$ cat src/rtl/ple_pkg.sv
package ple_pkg;

  localparam int CAPACITY = 128;
  localparam int IDX_W    = $clog2(CAPACITY);
  localparam int CNT_W    = $clog2(CAPACITY + 1);
  localparam int ACT_W    = 3;
  localparam int POS_W    = 8;
  localparam int POS2_W   = 7;
  localparam int DATA_W   = 32;
  localparam int OCNT_W   = 8;
  localparam int CMP_W    = (CNT_W > POS_W) ? CNT_W : POS_W;

  typedef enum logic [ACT_W-1:0] {
    ACT_INSERT    = 3'd0,
    ACT_REMOVE    = 3'd1,
    ACT_READ      = 3'd2,
    ACT_EXCHANGE  = 3'd3,
    ACT_REMOVE_VAL = 3'd4
  } action_t;

  typedef enum logic [1:0] {
    ST_IDLE,
    ST_EVAL,
    ST_APPLY
  } state_t;

  typedef enum logic [1:0] {
    CELL_HOLD,
    CELL_INSERT,
    CELL_REMOVE,
    CELL_SWAP
  } cell_op_t;

  typedef struct packed {
    logic              eval;
    logic              apply;
    cell_op_t          op;
    logic              by_value;
    logic [POS_W-1:0]  pos;
    logic [POS2_W-1:0] pos2;
    logic [DATA_W-1:0] value;
    logic [CNT_W-1:0]  count;
    logic [DATA_W-1:0] rd_a;
    logic [DATA_W-1:0] rd_b;
  } cell_ctl_t;

endpackage

$ cat src/rtl/ple_cell.sv
module ple_cell import ple_pkg::*; (
  input  logic              clk,
  input  logic [IDX_W-1:0]  idx,
  input  cell_ctl_t         ctl,
  input  logic [DATA_W-1:0] prev_data,
  input  logic [DATA_W-1:0] next_data,
  input  logic              seen_in,
  output logic              seen_out,
  output logic [DATA_W-1:0] data,
  output logic [DATA_W-1:0] tap_a,
  output logic [DATA_W-1:0] tap_b
);

  logic [DATA_W-1:0] data_r;
  logic [DATA_W-1:0] data_nxt;
  logic              shift_r;
  logic [CMP_W-1:0]  idx_c;
  logic [CMP_W-1:0]  pos_c;
  logic [CMP_W-1:0]  pos2_c;
  logic              live;
  logic              match;

  assign idx_c  = CMP_W'(idx);
  assign pos_c  = CMP_W'(ctl.pos);
  assign pos2_c = CMP_W'(ctl.pos2);
  assign live   = idx_c < CMP_W'(ctl.count);
  assign match  = live && (data_r == ctl.value);

  assign seen_out = seen_in | match;
  assign data     = data_r;
  assign tap_a    = (idx_c == pos_c)  ? data_r : '0;
  assign tap_b    = (idx_c == pos2_c) ? data_r : '0;

  always_ff @(posedge clk) begin
    if (ctl.eval) begin
      shift_r <= ctl.by_value ? seen_out : (idx_c >= pos_c);
    end
  end

  always_comb begin
    data_nxt = data_r;
    case (ctl.op)
      CELL_INSERT: begin
        if (idx_c == pos_c) begin
          data_nxt = ctl.value;
        end else if (idx_c > pos_c) begin
          data_nxt = prev_data;
        end
      end
      CELL_REMOVE: begin
        if (shift_r) begin
          data_nxt = next_data;
        end
      end
      CELL_SWAP: begin
        if (idx_c == pos_c) begin
          data_nxt = ctl.rd_b;
        end else if (idx_c == pos2_c) begin
          data_nxt = ctl.rd_a;
        end
      end
      default: data_nxt = data_r;
    endcase
  end

  always_ff @(posedge clk) begin
    if (ctl.apply) begin
      data_r <= data_nxt;
    end
  end

endmodule

$ cat config.mk
export PLATFORM = sky130hd
export DESIGN_NAME = ple_cell
export DESIGN_NICKNAME = d
export VERILOG_FILES = /design/src/rtl/ple_pkg.sv /design/src/rtl/ple_cell.sv
export SDC_FILE = /design/constraint.sdc
export NUM_CORES = 1
export LEC_CHECK = 0
export BUFFER_PORTS_ARGS = -buffer_cell sky130_fd_sc_hd__buf_2
export CORE_AREA = 3 3 112 114
export CTS_CLUSTER_DIAMETER = 60
export DETAILED_ROUTE_END_ITERATION = 16
export DIE_AREA = 0 0 115 117
export PLACE_DENSITY = 0.67
export RECOVER_POWER = 50
export SYNTH_ARGS = -nofsm -noshare
export SYNTH_HDL_FRONTEND = slang
export SYNTH_SLANG_ARGS = --single-unit
$ cat constraint.sdc
create_clock -name clk -period 4.6 [get_ports clk]
set_input_delay 0.23 -clock clk [delete_from_list [all_inputs] [get_ports clk]]
set_output_delay 0.23 -clock clk [all_outputs]
set_load 0.1 [all_outputs]
==> flow_summary_export.csv, run 1 <==
group,metric,value,unit
yosys,synth-seq-cells,33,
worst_setup_path,required,4.37,ns
timing,setup-tns-final,0,ns
worst_setup_path,critPathMaxFanout,44,
hold_path,worstHoldPathType,"in2reg",
yosys,ys_warn_count,0,
place,place_inst,834,
clocking,clk_pin_slew,0.05,ns
timing,worst_pin_slew,1.23,ns
power_and_ir_drop,switching_power,0.404,mW
power_and_ir_drop,intPower,0.755,mW
place,detailed_place.area,5230,um2
finish,area_delta_synth_final,42.8,%
yosys,synth_area,3710,um2
worst_setup_path,cp.arrival,2.66,ns
finish,final_cells,842,
clocking,cts_tree,"done",
flow_run,maxCapViolCount,0,
yosys,synth_cell_types,37,
floorplanning,die_h,117,um
global_route,grt_pass1_vias,4077,
timing,final-setup-viol-count,0,
yosys,syn-num-nets,631,
worst_setup_path,worst_setup_path_end_kind,"output port",
routing,totalWireLength,13.7,mm
worst_setup_path,startpoint_type,"input port",
clocking,clock-root-buffer,"clkbuf_16",
yosys,async_flop_share,0,
power_and_ir_drop,combPwrFrac,0.354,
clocking,insertion_delay,0.27,ns
worst_setup_path,path_cells,"clkbuf_1, ha_1, nand4_1, nor2_8, and2_1, clkbuf_1",
timing,fmax,0.346,GHz
worst_setup_path,slowest_stage,"clkbuf_1",
routing,ant_nets,0,
worst_setup_path,slowest_delay,0.86,ns
timing,fin_ws,1.71,ns
finish,final_area,5300,um2
clocking,cts.htree.levels,2,
yosys,avgSynthCellArea,8.82,um2
routing,routedWlPerCell,16.3,um
timing,holdWs,0.161,ns
place,post-place-ws,1.47,ns
routing,first_pass_iters,4,
clocking,cts_buffer_depth,2,
place,io_buffers,293,
global_route,antenna_found_initial,1,
floorplanning,row_count,39,
power_and_ir_drop,powerDensity,219,nW/um2
yosys,seq_area_frac_synth,0.267,
power_and_ir_drop,swShare,0.349,
global_route,grt_pass1_wl,20.0,mm
worst_setup_path,cpMostUsedCell,"clkbuf_1",
yosys,synth_cells,421,
clocking,cts_buffers,5,
global_route,overflow,0,
power_and_ir_drop,p_clk_frac,0.321,
finish,utilization,0.461,
power_and_ir_drop,power,1.16,mW
routing,drcViolationCount,0,
global_route,grt_usage,0.191,
clocking,cts.repair.resized,0,
timing,maxSlewHeadroom,0.183,
floorplanning,core_area,11500,um2
routing,drtIter0Drc,110,
floorplanning,die_x,115,um
timing,rsz0062_at_grt,"false",
run_status,status,"completed",
floorplanning,io_pins,294,
timing,timing.final.crit_share,0.628,
floorplanning,start_util,0.323,
routing,via_per_inst,4.83,
power_and_ir_drop,power_frac_seq,0.324,
place,gp_congestion,0.849,
timing,finalClockSkew,0.00436,ns
clocking,cts_hold_buf,0,
finish,num_antenna_cells,0,
power_and_ir_drop,ir_worst_vdd,125,uV
place,dp_hpwl,11.4,mm
yosys,synth_edf_count,33,
timing,period_needed,2.89,ns
timing,maxSlewViolCount,0,
clocking,cts_sinks,33,
clocking,cts_setup_buffers,0,
power_and_ir_drop,p_leak,2.50,nW
yosys,synth_flop_cell,"edfxtp_1",
global_route,grt_start_max_net_pins,63,
floorplanning,dieArea,13500,um2
worst_setup_path,worstSetupPathType,"in2out",
routing,routed-via-count,4068,
timing,hold_viol,0,
finish,drive_above_1_share,0.343,
finish,layout.nets,908,
-- cell families (layout without fill, tap and decap cells) --
family | count (synthesis) | count (layout) | synth area share
flops | 33 | 33 | 0.267
simple gates | 153 | 153 | 0.225
xor+xnor | 39 | 39 | 0.0919
buf+inv | 41 | 319 | 0.0653
fa+ha+maj | 13 | 13 | 0.0438
mux | 65 | 65 | 0.175
compound gates | 77 | 77 | 0.131
-- power groups by stage --
| stage | sequential, mW | clock [mW] | combinational [mW] |
|---|---|---|---|
| floorplan | 0.482 | 0 | 0.165 |
| global placement | 0.381 | 0 | 0.415 |
| detailed placement | 0.382 | 0 | 0.421 |
| CTS | 0.376 | 0.384 | 0.422 |
| global route | 0.379 | 0.400 | 0.445 |
| finish | 0.376 | 0.373 | 0.411 |
-- flip-flops by register name (all words and copies together) (netlist names) --
| signal | count |
|---|---|
| data | 32 |
| shift_r | 1 |
-- routing by layer --
| metal | GRT usage | vias up | part of all wire |
|---|---|---|---|
| met4 | 0.0477 | 2 | 0.016 |
| met2 | 0.355 | 183 | 0.51 |
| met5 | 0 | - | 0.00051 |
| li1 | - | 2019 | - |
| met3 | 0.0370 | 19 | 0.074 |
| met1 | 0.225 | 1845 | 0.40 |
-- layout by cell type, fill, tap and decap left out, drive strengths merged, types with 2 or more instances in the layout --
cell type and n:
a21o 33, a21oi 36, and2 64, and4 2, buf 229, clkbuf 74
edfxtp 33, ha 13, inv 14, mux2i 64, nand2 2, nand4 10
nor2 67, nor4 2, o211ai 2, o21ai 2, xnor2 35, xor2 4
-- critical path, delay by kind of cell --
kind          cells  cell delay, ns
simple gates      3            1.10
buf+inv           2            0.98
fa+ha+maj         1            0.34
-- cells in the mapped netlist, types with 2 or more instances --
| cell | count | area share |
|---|---|---|
| a21oi_1 | 36 | 0.049 |
| edfxtp_1 | 33 | 0.27 |
| and2_1 | 64 | 0.11 |
| ha_1 | 13 | 0.044 |
| clkbuf_1 | 15 | 0.015 |
| buf_6 | 2 | 0.0061 |
| xor2_1 | 4 | 0.0094 |
| o21ai_0 | 2 | 0.0027 |
| nor2_1 | 66 | 0.067 |
| buf_12 | 4 | 0.022 |
| a21o_1 | 33 | 0.067 |
| mux2i_1 | 64 | 0.17 |
| inv_1 | 14 | 0.014 |
| nand2_1 | 2 | 0.0020 |
| clkbuf_2 | 3 | 0.0040 |
| and4_1 | 2 | 0.0047 |
| nand4_1 | 9 | 0.015 |
| xnor2_1 | 35 | 0.083 |
| o211ai_1 | 2 | 0.0040 |
-- final timing paths --
check            from       end  slack (ns)  cells after the start
max            idx[3]  tap_a[6]        1.71                      6
min          ctl[123]   shift_r        0.16                      1
max reg2reg   data[3]   shift_r        2.46                      5
min reg2reg   shift_r   data[1]        0.96                      2
-- layout make-up --
| class | instances | area (um2) |
|---|---|---|
| inverter | 14 | 52.6 |
| timing repair buffer | 297 | 1420 |
| multi-input combinational | 347 | 2490 |
| fill | 1180 | 6210 |
| clock buffer | 6 | 129 |
| sequential | 33 | 991 |
| tap | 143 | 179 |
| clock inverter | 2 | 33.8 |
(Power assumes the default switching activity.)
==> inputs of run 2 (changes only) <==
Clock period 4.6 ns to 2.8 ns, I/O delays scaled along.
==> run 2 against run 1 <==
Net effect: sequential cell count is the same; via count grew 1.2%; highest routed layer is now met4; first-iteration DRC count grew 11%; register-to-register slack lost 1.9 ns; count of clock-buffer cells in the layout is the same; combinational power grew 67%; global-route usage grew 0.29 points; wire length grew 3.3%; clock power grew 36%.
==> flow_summary_export.csv, run 2 (synthesized netlist as in run 1, its figures left out) <==
group,metric,value,unit
run_status,status,"completed",
finish,final_common_cell,"buf_2",
routing,drcViolationCount,0,
finish,fill_cells,1150,
clocking,cts_buffer_depth,2,
worst_setup_path,rrSetupSlack,0.52,ns
worst_setup_path,timing.rr.start,"data[3]",
timing,maxSlewHeadroom,0.198,
timing,period_needed,2.58,ns
power_and_ir_drop,p_leak,2.56,nW
routing,via_per_inst,4.89,
place,place_inst,835,
finish,drive_above_1_share,0.351,
timing,holdWs,0.0791,ns
flow_run,maxCapViolCount,0,
finish,layout.nets,909,
routing,totalWireLength,14.2,mm
worst_setup_path,critPathTopFamily,"simple AND/OR/NAND/NOR gates",
finish,largest_reg_flops,32,
finish,mostFrequentLayoutCells,"buf_2 (214), nor2_1 (66), mux2i_1 (64), and2_1 (64), clkbuf_1 (64)",
hold_path,worstHoldPathType,"in2reg",
finish,area_delta_synth_final,48.6,%
finish,final_cells,842,
finish,num_antenna_cells,0,
worst_setup_path,reg2reg_to,"shift_r",
worst_setup_path,slowest_delay,0.53,ns
timing,maxSlewViolCount,0,
hold_path,holdPathStages,1,
finish,multi_input_area,2490,um2
clocking,cts_buffers,5,
clocking,insertion_delay,0.27,ns
timing,fmax,0.387,GHz
clocking,clk_pin_slew,0.05,ns
timing,timing.final.crit_share,0.923,
floorplanning,dieArea,13500,um2
hold_path,min_from,"ctl[123]",
floorplanning,core_area,11500,um2
place,dp_hpwl,11.5,mm
floorplanning,row_count,39,
worst_setup_path,critPathMaxFanout,4,
global_route,grt_pass1_vias,4074,
floorplanning,io_pins,294,
floorplanning,start_util,0.323,
routing,routed-via-count,4115,
worst_setup_path,worstSetupPathType,"reg2out",
place,detailed_place.area,5480,um2
global_route,overflow,0,
clocking,cts.htree.levels,2,
finish,seq_area,991,um2
hold_path,min_to,"shift_r",
floorplanning,die_h,117,um
worst_setup_path,path_cells,"xnor2_1, nand4_1, nor4_1, a41o_1, buf_12",
worst_setup_path,worst_setup_path_end_kind,"output port",
worst_setup_path,cp.arrival,2.44,ns
timing,setup-tns-final,0,ns
global_route,grt_pass1_wl,20.3,mm
place,post-place-ws,0.386,ns
clocking,clock-root-buffer,"clkbuf_16",
routing,first_pass_iters,4,
timing,hold_viol,0,
worst_setup_path,reg2reg_depth,5,
routing,drtIter0Drc,122,
timing,final-setup-viol-count,0,
worst_setup_path,cp.buffers_inverters,1,
finish,utilization,0.479,
global_route,antenna_found_initial,0,
routing,routedWlPerCell,16.9,um
floorplanning,die_x,115,um
finish,final_area,5520,um2
place,io_buffers,293,
clocking,cts_setup_buffers,0,
worst_setup_path,required,2.66,ns
timing,rsz0062_at_grt,"false",
clocking,cts_sinks,33,
clocking,cts_tree,"done",
global_route,grt_start_max_net_pins,98,
timing,fin_ws,0.216,ns
place,gp_congestion,0.831,
global_route,grt_usage,0.194,
timing,worst_pin_slew,1.21,ns
clocking,cts_hold_buf,0,
clocking,cts.repair.resized,0,
worst_setup_path,startpoint_type,"flop",
power_and_ir_drop,power,1.81,mW
power_and_ir_drop,powerDensity,329,nW/um2
worst_setup_path,slowest_stage,"nor4_1",
timing,finalClockSkew,0.00510,ns
power_and_ir_drop,ir_worst_vdd,217,uV
routing,ant_nets,0,
run 2: cell types whose count changed in the layout (fill, tap and decap cells not counted), sizes merged:
cell	delta
bufinv	-1
buf	+6
clkbuf	-5
run 2: layout make-up:
class / count / area share
timing repair buffer: 298 / 0.302
clock buffer: 6 / 0.0234
multi-input combinational: 347 / 0.452
inverter: 14 / 0.00952
clock inverter: 1 / 0.000680
sequential: 33 / 0.180
tap: 143 / 0.0324
run 2: per-layer routing:
layer  vias up  part of all wire  GRT usage  wire length (um)
met3        10             0.070     0.0334               995
met1      1905              0.40      0.223              5630
li1       2016                 -          -                 -
met2       184              0.53      0.376              7460
met5         -                 0          0                 0
met4         0            0.0084     0.0360               119
run 2: worst max-delay path by stage:
stage,slack (ns),to,cells past startpoint,startpoint
4_1_cts,0.09,seen_out,5,data[3]
2_1_floorplan,0.02,shift_r,5,data[28]
5_1_grt,0.03,seen_out,5,data[3]
3_3_place_gp,0.41,data[9],8,ctl[112]
3_5_place_dp,0.39,data[21],8,ctl[112]
6_report,0.22,seen_out,5,data[3]
run 2: report_power, final:
part / switching [mW] / internal [mW] / total, mW
clock network: 0.186 / 0.321 / 0.508
registers: 0.0317 / 0.587 / 0.619
logic: 0.445 / 0.243 / 0.688
